### src/fnbg_pkg.sv
// Shared types and constants for the filtered noise burst generator.
package fnbg_pkg;

  localparam int unsigned CFG_AW = 3;
  localparam int unsigned CFG_DW = 32;

  // register indexes on the configuration port
  localparam logic [CFG_AW-1:0] REG_ATTACK  = 3'd0;
  localparam logic [CFG_AW-1:0] REG_HOLD    = 3'd1;
  localparam logic [CFG_AW-1:0] REG_RELEASE = 3'd2;
  localparam logic [CFG_AW-1:0] REG_COEF    = 3'd3;
  localparam logic [CFG_AW-1:0] REG_GAIN    = 3'd4;
  localparam logic [CFG_AW-1:0] REG_SEED    = 3'd5;

  localparam logic [15:0] ATTACK_RST  = 16'd576;
  localparam logic [15:0] HOLD_RST    = 16'd960;
  localparam logic [15:0] RELEASE_RST = 16'd7104;
  localparam logic [15:0] COEF_RST    = 16'd7864;
  localparam logic [15:0] GAIN_RST    = 16'd19661;
  localparam logic [31:0] SEED_RST    = 32'hDEAD_BEEF;

  // LCG multiplier 0x0019_660D split into halves
  localparam logic [15:0] LCG_MUL_LO = 16'h660D;
  localparam logic [15:0] LCG_MUL_HI = 16'h0019;
  localparam logic [31:0] LCG_ADD    = 32'h3C6E_F35F;

  localparam logic [16:0] ENV_ONE   = 17'd32768;
  localparam int unsigned DIV_STEPS = 15;
  localparam int unsigned DIV_CW    = $clog2(DIV_STEPS + 1);

  typedef enum logic [3:0] {
    S_IDLE,
    S_ENV,
    S_DIV,
    S_M0,
    S_M1,
    S_M2,
    S_M3,
    S_FILT,
    S_FILT2,
    S_ENVM,
    S_GAIN,
    S_OUT
  } state_t;

  typedef struct packed {
    logic               en;
    logic signed [16:0] a;
    logic signed [16:0] b;
  } mul_req_t;

  typedef struct packed {
    logic        start;
    logic [15:0] dividend;
    logic [15:0] divisor;
  } div_req_t;

endpackage

### src/fnbg_mul.sv
// Shared 17x17 signed multiplier with registered product.
module fnbg_mul (
  input  logic                      clk,
  input  fnbg_pkg::mul_req_t        req,
  output logic signed [33:0]        prod_r
);
  import fnbg_pkg::*;

  logic signed [33:0] prod_nxt;

  assign prod_nxt = req.a * req.b;

  always_ff @(posedge clk) begin
    if (req.en) begin
      prod_r <= prod_nxt;
    end
  end

endmodule

### src/fnbg_div.sv
// Restoring divider giving floor(dividend * 2^15 / divisor) for dividend < divisor.
module fnbg_div (
  input  logic                       clk,
  input  logic                       rst_n,
  input  fnbg_pkg::div_req_t         req,
  output logic                       done_r,
  output logic [fnbg_pkg::DIV_STEPS-1:0] quot_r
);
  import fnbg_pkg::*;

  logic              busy_r;
  logic [DIV_CW-1:0] cnt_r;
  logic [15:0]       rem_r;
  logic [15:0]       div_r;
  logic [16:0]       rem2;
  logic              ge;
  logic [16:0]       diff;

  assign rem2 = {rem_r, 1'b0};
  assign ge   = rem2 >= {1'b0, div_r};
  assign diff = rem2 - {1'b0, div_r};

  always_ff @(posedge clk) begin
    if (!rst_n) begin
      busy_r <= 1'b0;
      done_r <= 1'b0;
      cnt_r  <= '0;
    end else begin
      done_r <= 1'b0;
      if (req.start) begin
        busy_r <= 1'b1;
        cnt_r  <= DIV_CW'(DIV_STEPS);
      end else if (busy_r) begin
        cnt_r <= cnt_r - 1'b1;
        if (cnt_r == DIV_CW'(1)) begin
          busy_r <= 1'b0;
          done_r <= 1'b1;
        end
      end
    end
  end

  // remainder stays below the divisor, so the doubled value fits 17 bits
  always_ff @(posedge clk) begin
    if (req.start) begin
      rem_r <= req.dividend;
      div_r <= req.divisor;
    end else if (busy_r) begin
      rem_r  <= ge ? diff[15:0] : rem2[15:0];
      quot_r <= {quot_r[DIV_STEPS-2:0], ge};
    end
  end

`ifndef SYNTHESIS
  a_rem_below_div: assert property (@(posedge clk) disable iff (!rst_n)
    busy_r |-> (rem_r < div_r))
    else $error("divider remainder not below divisor");

  a_no_restart: assert property (@(posedge clk) disable iff (!rst_n)
    req.start |-> !busy_r)
    else $error("divider started while busy");
`endif

endmodule

### src/filtered_noise_burst_generator.sv
// Top level: sequencer and datapath of the filtered noise burst generator.
// Sequence per word: envelope decode, the 15-step divider in attack or release only,
//   the LCG states M0 to M3, filter, envelope and gain products, then the output register.
// One word at a time: in_stall is high while a word is in work, and S_OUT waits on out_stall.
// One shared 17x17 multiplier takes all six products of every word.
// Sync active-low reset: register defaults, noise seed; filter, counter, out_valid cleared.
module filtered_noise_burst_generator (
  input  logic                          clk,
  input  logic                          rst_n,
  input  logic                          in_valid,
  output logic                          in_stall,
  input  logic                          in_restart,
  output logic                          out_valid,
  input  logic                          out_stall,
  output logic signed [15:0]            out_sample,
  output logic                          out_done_res,
  input  logic                          cfg_we,
  input  logic [fnbg_pkg::CFG_AW-1:0]   cfg_index,
  input  logic [fnbg_pkg::CFG_DW-1:0]   cfg_wdata
);
  import fnbg_pkg::*;

  state_t state_r, state_nxt;

  logic [15:0] attack_r, hold_r, release_r, coef_r, gain_r;
  logic [31:0] seed_r;

  logic [31:0]        noise_r;
  logic signed [15:0] lp_r;
  logic [17:0]        cnt_r;
  logic [16:0]        env_r;
  logic               done_r;
  logic               rel_phase_r;
  logic [31:0]        acc_r;

  logic               out_valid_r;
  logic signed [15:0] out_sample_r;
  logic               out_done_r;

  mul_req_t           mul_req;
  logic signed [33:0] prod_r;
  div_req_t           div_req;
  logic               div_done;
  logic [DIV_STEPS-1:0] quot;

  logic        accept;
  logic        out_free;
  logic [17:0] total;
  logic [16:0] ah;
  logic [17:0] rel;
  logic        in_attack, in_hold, in_rel, use_div;
  logic signed [15:0] noise;
  logic signed [16:0] diff;
  logic signed [17:0] lp_sum;
  logic signed [15:0] y;

  fnbg_mul u_mul (
    .clk    (clk),
    .req    (mul_req),
    .prod_r (prod_r)
  );

  fnbg_div u_div (
    .clk    (clk),
    .rst_n  (rst_n),
    .req    (div_req),
    .done_r (div_done),
    .quot_r (quot)
  );

  assign accept   = in_valid && !in_stall;
  assign out_free = !out_valid_r || !out_stall;

  // envelope segment decode
  assign total     = {2'b0, attack_r} + {2'b0, hold_r} + {2'b0, release_r};
  assign ah        = {1'b0, attack_r} + {1'b0, hold_r};
  assign rel       = cnt_r - {1'b0, ah};
  assign in_attack = cnt_r < {2'b0, attack_r};
  assign in_hold   = cnt_r < {1'b0, ah};
  assign in_rel    = rel < {2'b0, release_r};
  assign use_div   = in_attack || (!in_hold && in_rel);

  // noise is the top half of the LCG state, offset to signed
  assign noise  = {~noise_r[31], noise_r[30:16]};
  assign diff   = {noise[15], noise} - {lp_r[15], lp_r};
  assign lp_sum = {{2{lp_r[15]}}, lp_r} + prod_r[33:16];
  assign y      = prod_r[30:15];

  // next state
  always_comb begin
    state_nxt = state_r;
    unique case (state_r)
      S_IDLE:  if (accept) state_nxt = S_ENV;
      S_ENV:   state_nxt = use_div ? S_DIV : S_M0;
      S_DIV:   if (div_done) state_nxt = S_M0;
      S_M0:    state_nxt = S_M1;
      S_M1:    state_nxt = S_M2;
      S_M2:    state_nxt = S_M3;
      S_M3:    state_nxt = S_FILT;
      S_FILT:  state_nxt = S_FILT2;
      S_FILT2: state_nxt = S_ENVM;
      S_ENVM:  state_nxt = S_GAIN;
      S_GAIN:  state_nxt = S_OUT;
      S_OUT:   if (out_free) state_nxt = S_IDLE;
      default: state_nxt = S_IDLE;
    endcase
  end

  // sequencer outputs: multiplier operands, divider launch and in_stall
  always_comb begin
    mul_req          = '0;
    div_req.start    = 1'b0;
    div_req.dividend = in_attack ? cnt_r[15:0] : rel[15:0];
    div_req.divisor  = in_attack ? attack_r : release_r;
    in_stall         = 1'b1;
    unique case (state_r)
      S_IDLE: in_stall = 1'b0;
      S_ENV:  div_req.start = use_div;
      S_M0: begin
        mul_req.en = 1'b1;
        mul_req.a  = {1'b0, noise_r[15:0]};
        mul_req.b  = {1'b0, LCG_MUL_LO};
      end
      S_M1: begin
        mul_req.en = 1'b1;
        mul_req.a  = {1'b0, noise_r[31:16]};
        mul_req.b  = {1'b0, LCG_MUL_LO};
      end
      S_M2: begin
        mul_req.en = 1'b1;
        mul_req.a  = {1'b0, noise_r[15:0]};
        mul_req.b  = {1'b0, LCG_MUL_HI};
      end
      S_FILT: begin
        mul_req.en = 1'b1;
        mul_req.a  = {1'b0, coef_r};
        mul_req.b  = diff;
      end
      S_ENVM: begin
        mul_req.en = 1'b1;
        mul_req.a  = {lp_r[15], lp_r};
        mul_req.b  = env_r;
      end
      S_GAIN: begin
        mul_req.en = 1'b1;
        mul_req.a  = {y[15], y};
        mul_req.b  = {1'b0, gain_r};
      end
      default: ;
    endcase
  end

  always_ff @(posedge clk) begin
    if (!rst_n) begin
      state_r <= S_IDLE;
    end else begin
      state_r <= state_nxt;
    end
  end

  // configuration registers
  always_ff @(posedge clk) begin
    if (!rst_n) begin
      attack_r  <= ATTACK_RST;
      hold_r    <= HOLD_RST;
      release_r <= RELEASE_RST;
      coef_r    <= COEF_RST;
      gain_r    <= GAIN_RST;
      seed_r    <= SEED_RST;
    end else if (cfg_we) begin
      unique case (cfg_index)
        REG_ATTACK:  attack_r  <= cfg_wdata[15:0];
        REG_HOLD:    hold_r    <= cfg_wdata[15:0];
        REG_RELEASE: release_r <= cfg_wdata[15:0];
        REG_COEF:    coef_r    <= cfg_wdata[15:0];
        REG_GAIN:    gain_r    <= cfg_wdata[15:0];
        REG_SEED:    seed_r    <= cfg_wdata;
        default: ;
      endcase
    end
  end

  // generator state
  always_ff @(posedge clk) begin
    if (!rst_n) begin
      noise_r <= SEED_RST;
      lp_r    <= '0;
      cnt_r   <= '0;
    end else begin
      if (accept && in_restart) begin
        noise_r <= seed_r;
        lp_r    <= '0;
        cnt_r   <= '0;
      end
      if (state_r == S_ENV && cnt_r < total) begin
        cnt_r <= cnt_r + 1'b1;
      end
      if (state_r == S_M3) begin
        noise_r <= acc_r + {prod_r[15:0], 16'h0000};
      end
      if (state_r == S_FILT2) begin
        lp_r <= lp_sum[15:0];
      end
    end
  end

  // per-word working registers
  always_ff @(posedge clk) begin
    unique case (state_r)
      S_ENV: begin
        done_r      <= cnt_r >= total;
        rel_phase_r <= !in_attack;
        if (in_attack) begin
          env_r <= '0;
        end else if (in_hold) begin
          env_r <= ENV_ONE;
        end else begin
          env_r <= '0;
        end
      end
      S_DIV: begin
        if (div_done) begin
          env_r <= rel_phase_r ? ENV_ONE - {2'b0, quot} : {2'b0, quot};
        end
      end
      S_M1: acc_r <= prod_r[31:0] + LCG_ADD;
      S_M2: acc_r <= acc_r + {prod_r[15:0], 16'h0000};
      default: ;
    endcase
  end

  // output register
  always_ff @(posedge clk) begin
    if (!rst_n) begin
      out_valid_r <= 1'b0;
    end else if (state_r == S_OUT && out_free) begin
      out_valid_r <= 1'b1;
    end else if (!out_stall) begin
      out_valid_r <= 1'b0;
    end
  end

  always_ff @(posedge clk) begin
    if (state_r == S_OUT && out_free) begin
      out_sample_r <= prod_r[31:16];
      out_done_r   <= done_r;
    end
  end

  assign out_valid    = out_valid_r;
  assign out_sample   = out_sample_r;
  assign out_done_res = out_done_r;

`ifndef SYNTHESIS
  a_accept_starts: assert property (@(posedge clk) disable iff (!rst_n)
    (in_valid && !in_stall) |=> (state_r == S_ENV))
    else $error("accepted word did not start the sequence");

  a_cnt_step: assert property (@(posedge clk) disable iff (!rst_n)
    (cnt_r != $past(cnt_r)) |-> (cnt_r == $past(cnt_r) + 18'd1 || cnt_r == '0))
    else $error("sample counter moved by other than one step or clear");

  a_done_silent: assert property (@(posedge clk) disable iff (!rst_n)
    (state_r == S_M0 && done_r) |-> (env_r == '0))
    else $error("envelope not zero at end of burst");
`endif

endmodule

### config.mk
export PLATFORM = sky130hd
export DESIGN_NAME = filtered_noise_burst_generator
export DESIGN_NICKNAME = d
export VERILOG_FILES = /design/src/fnbg_pkg.sv /design/src/fnbg_mul.sv /design/src/fnbg_div.sv /design/src/filtered_noise_burst_generator.sv
export SDC_FILE = /design/constraint.sdc
export NUM_CORES = 2
export LEC_CHECK = 0
export BUFFER_PORTS_ARGS = -buffer_cell sky130_fd_sc_hd__buf_2
export CORE_ASPECT_RATIO = 2
export CORE_UTILIZATION = 45
export CTS_CLUSTER_DIAMETER = 150
export DETAILED_ROUTE_END_ITERATION = 8
export GPL_TIMING_DRIVEN = 0
export PLACE_DENSITY_LB_ADDON = 0.12
export SLEW_MARGIN = 10
export SYNTH_ARGS = -nofsm -noshare
export SYNTH_HDL_FRONTEND = slang
export SYNTH_SLANG_ARGS = --single-unit
### constraint.sdc
create_clock -name clk -period 10.2 [get_ports clk]
set_input_delay 1.53 -clock clk [delete_from_list [all_inputs] [get_ports clk]]
set_output_delay 1.53 -clock clk [all_outputs]
set_load 0.02 [all_outputs]
## After elaboration in Yosys (flattened, before gate mapping)

Index checks and enable logic that the tools add are counted.

- Flip-flop bits (word level): 336
- Bits in latches: 0
- RAM bits: 0
- ROM bits: 0
- Word-level logic and storage cells: 130
- Memories: 0

- Add/sub/neg operators: 12
- $mul: 1
- Divide/modulo/power cells: 0
- $lt $le $gt $ge: 6
- Equality and inequality tests: 21
- Shifts and indexed selects: 0
- Multiplexer cells: 33
- Bitwise gates (word level): 4
- Reduce and logical (&&, ||, !) cells: 29

Operators by type and width:

| cell | number |
|---|---|
| case mux 35 bit (6 select lines) | 1 |
| two-way mux 16 bit | 9 |
| two-way mux 32 bit | 2 |
| case mux 32 bit (2 select lines) | 1 |
| case mux 4 bit (12 select lines) | 1 |
| < comparator 18 x 16 -> 1 bit | 2 |
| two-way mux 18 bit | 2 |
| adder 16 x 16 -> 17 bit | 2 |
| two-way mux 17 bit | 2 |
| case mux 17 bit (2 select lines) | 1 |
| adder 32 x 30 -> 32 bit, second input constant | 1 |
| adder 32 bit | 1 |
| multiplier 17 x 17 -> 32 bit | 1 |
| two-way mux 4 bit | 5 |
| adder 17 x 16 -> 18 bit | 1 |
| adder 18 x 1 -> 18 bit, second input constant | 1 |
| >= comparator 18 bit | 1 |
| < comparator 18 x 17 -> 1 bit | 1 |
| < comparator 18 bit | 1 |
| subtractor 18 x 17 -> 18 bit | 1 |
| >= comparator 17 x 16 -> 1 bit | 1 |
| subtractor 16 x 15 -> 17 bit, first input constant | 1 |
| subtractor 16 x 16 -> 17 bit | 1 |
| adder 16 bit | 1 |
| 22 further kinds | 65 |

## Logic depth before layout (Yosys ltp)

- Word-level depth: 8
- Depth in mapped cells: 38
- Gate-level depth less buffers: 37

## Hierarchy

From an unflattened synthesis, not the netlist that was laid out.

- Cell total of the unflattened synthesis: 3,529
- Area, all modules: 32,149.6 um2

By module, submodules not included:

| module | instances | cells each | area an instance (um2) | seq. area each (um2) |
|---|---|---|---|---|
| filtered_noise_burst_generator | 1 | 2,040 | 17,156.5 | 5,675.4 |
| fnbg_mul | 1 | 1,215 | 11,944.0 | 1,021.0 |
| fnbg_div | 1 | 274 | 3,049.2 | 1,531.5 |

## Worst setup path before layout

No wires, ideal clock.

- Path kind: register to register
- Start point: reg lp_r[1]
- End point: reg u_mul.prod_r[30], data pin
- Setup time: 0.258 ns
- Arrival: 7.813 ns
- Data required time: 9.942 ns
- Slack: 2.129 ns
- Cell stages (with the launch flop): 33
- Period minus slack after synthesis: 8.071 ns
- Cells stage by stage: dfxtp_1 > inv_1 > ha_1 > nor2b_4 > o31a_1 > or4_1 > a211o_1 > o31ai_4 > o21bai_1 > a21oi_1 > xor2_1 > o21ai_1 > clkbuf_1 > nand2_1 > fa_1 > inv_1 > fa_1 > fa_1 > fa_1 > fa_1 > inv_1 > fa_1 > inv_1 > ha_1 > o21ai_0 > a21boi_0 > a21oi_1 > o21ai_0 > o311ai_1 > o211ai_1 > a31o_2 > a21oi_1 > xnor2_1

- Word-level cells in the longest chain between the ends: 3

RTL lines:

| item | line | source |
|---|---|---|
| start, declared | filtered_noise_burst_generator.sv:29 | `logic signed [15:0] lp_r;` |
| start signal, assigned | filtered_noise_burst_generator.sv:202 | `lp_r <= lp_sum[15:0];` |
| subtractor 16 x 16 -> 17 bit | filtered_noise_burst_generator.sv:85 | `assign diff = {noise[15], noise} - {lp_r[15], lp_r};` |
| case mux 35 bit (6 select lines) * | filtered_noise_burst_generator.sv:116 | `unique case (state_r)` |
| multiplier 17 x 17 -> 32 bit * | fnbg_mul.sv:11 | `assign prod_nxt = req.a * req.b;` |
| net u_mul.prod_nxt[30] | fnbg_mul.sv:9 | `logic signed [33:0] prod_nxt;` |
| end signal, assigned | fnbg_mul.sv:15 | `prod_r <= prod_nxt;` |
| end, declared | fnbg_mul.sv:5 | `output logic signed [33:0] prod_r` |

Mark *: on every way through the listed nets, which the timed path passes. The rest lies on a longest branch.
A chain may end at the register's enable or synchronous reset.

## Worst setup path in the final report

- Start point: reg state_r[0]
- End point: reg u_mul.prod_r[31], data pin

- Word-level cells in the longest chain between the ends: 3
- Elaborated cells between the ends (all ways): 8
- Those cells by class: mul: 1; eq/ne: 6; mux: 1

RTL lines:

| item | line | source |
|---|---|---|
| start, declared | filtered_noise_burst_generator.sv:23 | `state_t state_r, state_nxt;` |
| start signal, assigned | filtered_noise_burst_generator.sv:157 | `state_r <= state_nxt;` |
| equality test 4 bit, or another cell as far along | filtered_noise_burst_generator.sv:116 |  |
| case mux 35 bit (6 select lines) * | filtered_noise_burst_generator.sv:116 |  |
| multiplier 17 x 17 -> 32 bit * | fnbg_mul.sv:11 |  |
| net u_mul.prod_nxt[31] | fnbg_mul.sv:9 |  |

Marked as above.

==> results.sh <==
export IMPL_drc=0
export IMPL_pwr_share_clk_pct=39.9
export IMPL_hold_buffers=0
export IMPL_reg2regPathDepth=31
export IMPL_p_switching_mw=1.104
export IMPL_min_period_ns=9.843
export IMPL_crit_fanout=10
export IMPL_synthCells=3476
export IMPL_period_share_pct=96.50
export IMPL_grt_use_total_pct=32.70
export IMPL_dr_pass1_iters=6
export IMPL_rrSetupSlack_ns=0.36
export IMPL_hold_path_class="reg -> reg"
export IMPL_hold_viol_final=0
export IMPL_worst_pin_slew_ns=1.332
export IMPL_critPathLaunchType="flop"
export IMPL_drt_total_wl_um=110900
export IMPL_end_kind="flop"
export IMPL_synth_simple_area_share_pct=16.37
export IMPL_cts_sinks=335
export IMPL_p_leak_nw=15.03
export IMPL_cts_resized_gates=0
export IMPL_port_buffers=58
export IMPL_finish_instance_area_um2=33660
export IMPL_rows=135
export IMPL_yosys_area_top_type="fa_1"
export IMPL_maxCapViolCount=0
export IMPL_vias=25536
export IMPL_worst_slack_ns=0.3575
export IMPL_syn2layout_area_growth_pct=9.277
export IMPL_io_pins=60
export IMPL_maxSlewViolCount=0
export IMPL_ys_types=82
export IMPL_slowest_stage="o21ai_1"
export IMPL_internal_power_mw=2.527
export IMPL_cts_tree="built"
export IMPL_synth_area_per_cell_um2=8.862
export IMPL_clk_pin_slew_ns=0.07
export IMPL_die_h_um=372.0
export IMPL_routed_via_density=5.675
export IMPL_synth_edff_count=146
export IMPL_grt_max_degree=26
export IMPL_core_region_area_um2=67730
export IMPL_synthAdderAreaFrac_pct=29.81
export IMPL_nets=4171
export IMPL_dpl_worst_slack_ns=0.1938
export IMPL_layoutNonFillerInstCount=4500
export IMPL_synth_top_family_by_area="adder cells"
export IMPL_root_buffer="clkbuf_16"
export IMPL_synth_xor_area_share_pct=4.634
export IMPL_h_tree_depth=2
export IMPL_hold_depth=2
export IMPL_dieArea_um2=69570
export IMPL_synth_compound_area_share_pct=14.01
export IMPL_synth_area_leaders="fa_1, edfxtp_1, dfxtp_1, ha_1, nand2_1"
export IMPL_synth_area_um2=30800
export IMPL_ir_worst_vdd_uv=96.39
export IMPL_cellPowerDensity_nw_per_um2=107.9
export IMPL_dp_hpwl_um=93950
export IMPL_grt_first_pass_wirelength_um=165000
export IMPL_synth_flop_cell="dfxtp_1"
export IMPL_synth_top_cells_by_count="nand2_1, inv_1, fa_1"
export IMPL_ys_warn_count=0
export IMPL_drive_above_1_share_pct=5.269
export IMPL_drt_iter0_markers=1240
export IMPL_grt_overflow_total=0
export IMPL_finalSetupViolCount=0
export IMPL_grt_pass1_vias=27074
export IMPL_clkLatencyLatePin_ns=0.57
export IMPL_rsz0062_at_grt="no"
export IMPL_routedWlPerCell_um=24.65
export IMPL_fin_util_pct=49.70
export IMPL_arrival_ns=10.15
export IMPL_slew_headroom_pct=11.18
export IMPL_dp_cells=4431
export IMPL_yosysMostFrequentCell="nand2_1"
export IMPL_switching_share_pct=30.41
export IMPL_gp_congestion=0.9878
export IMPL_finalSetupTns_ns=0
export IMPL_syn_nets=4068
export IMPL_synth_top_cell_area_share_pct=19.82
export IMPL_antenna_found_initial=7
export IMPL_synth_mux_area_share_pct=1.324
export IMPL_async_flop_share_pct=0
export IMPL_final_antenna_net_count=0
export IMPL_combPwrFrac_pct=17.9
export IMPL_seqPwrFrac_pct=42.3
export IMPL_postCtsSetupRepairBufs=0
export IMPL_max_stage_delay_ns=0.69
export IMPL_die_w_um=187.0
export IMPL_start_util_pct=45.48
export IMPL_synth_seq_cells=335
export IMPL_status="complete, no violations"
export IMPL_cp_common_cell="fa_1"
export IMPL_cts_buffers_inserted=35
export IMPL_cts_buffer_depth=3
export IMPL_worstPathRequired_ns=10.51
export IMPL_post_dp_cell_area_um2=32360
export IMPL_yosysSeqAreaShare_pct=26.52
export IMPL_fmax_mhz=101.6
export IMPL_critPathKind="reg -> reg"
export IMPL_fin_skew_ns=0.01787
## placed cells by master (no fill, tap or decap), types with 43 or more instances in the layout
cell type	n
nor3_1	43
buf_2	64
a21oi_1	134
inv_1	465
nand3_1	106
nor2_1	284
ha_1	246
edfxtp_1	146
o21ai_0	108
nand2_1	518
a22oi_1	48
xnor2_1	98
xor2_1	65
nor2b_1	43
clkbuf_1	121
a21boi_0	87
dfxtp_1	189
fa_1	305
a21o_1	54
## worst max-delay path, delay by kind of cell, from the launching register on
family / cells / cell delay, ns
AOI/OAI and AO/OA: 8 / 2.21
xor gates and xnor gates: 3 / 0.69
adders and majority gates: 7 / 3.40
buffers and inverters: 9 / 2.00
DFF: 1 / 0.30
and+or+nand+nor: 4 / 0.97
## path summary, 6_finish.rpt
kind	from	end
worst min register to register	gain_r[3]	gain_r[3]
worst max-delay path	state_r[0]	u_mul.prod_r[31]
worst max register to register	state_r[0]	u_mul.prod_r[31]
worst min-delay path	gain_r[3]	gain_r[3]
## stage by stage
stage	total power, mW	hold slack (ns)
final	3.631	0.4727
after global routing	3.748	0.4910
after CTS	3.652	0.4738
after detailed placement	2.206	0.4587
after global placement	2.200	0.4544
after floorplan	1.953	0.4003
## final cells by class
| type | instances | area [um^2] |
|---|---|---|
| Inverter | 468 | 1757 |
| Clock inverter | 19 | 256.5 |
| Buffer | 131 | 504.2 |
| Fill cell | 6704 | 34070 |
| Timing Repair Buffer | 66 | 395.4 |
| Multi-Input combinational cell | 2542 | 20460 |
| Sequential cell | 335 | 8168 |
| Clock buffer | 45 | 996.0 |
| Tap cell | 890 | 1114 |
| Antenna cell | 4 | 10.01 |
## kinds of logic after synthesis
family                   after synthesis
multiplexers                          40
AO/OA/AOI/OAI                        643
buffers and inverters                599
adder cells (fa/ha/maj)              551
AND/OR/NAND/NOR                     1145
XOR/XNOR                             163
flip-flops                           335
## per-layer routing
metal | vias to the layer above | GRT usage, % | share of wire (%)
met5 | - | 0 | 0.023
met4 | 4 | 35.45 | 13
met3 | 481 | 4.726 | 3.8
met2 | 802 | 63.48 | 54
met1 | 12508 | 26.48 | 29
li1 | 11741 | - | -
## power by group through the flow
stage / Combinational, mW / Clock, mW / Sequential [mW]
final: 0.649 / 1.45 / 1.53
after global routing: 0.701 / 1.51 / 1.54
after CTS: 0.647 / 1.47 / 1.53
after detailed placement: 0.644 / 0 / 1.56
after global placement: 0.637 / 0 / 1.56
after floorplan: 0.428 / 0 / 1.52
## state kept, by name, summed over array words and instances, names as in the netlist, 16 cells and up
signal        cells
acc_r            32
env_r            16
cnt_r            18
attack_r         16
seed_r           32
u_div.div_r      16
coef_r           16
u_mul.prod_r     32
lp_r             16
noise_r          32
out_sample       16
hold_r           16
release_r        16
u_div.rem_r      16
gain_r           16
(Power assumes the default switching activity.)
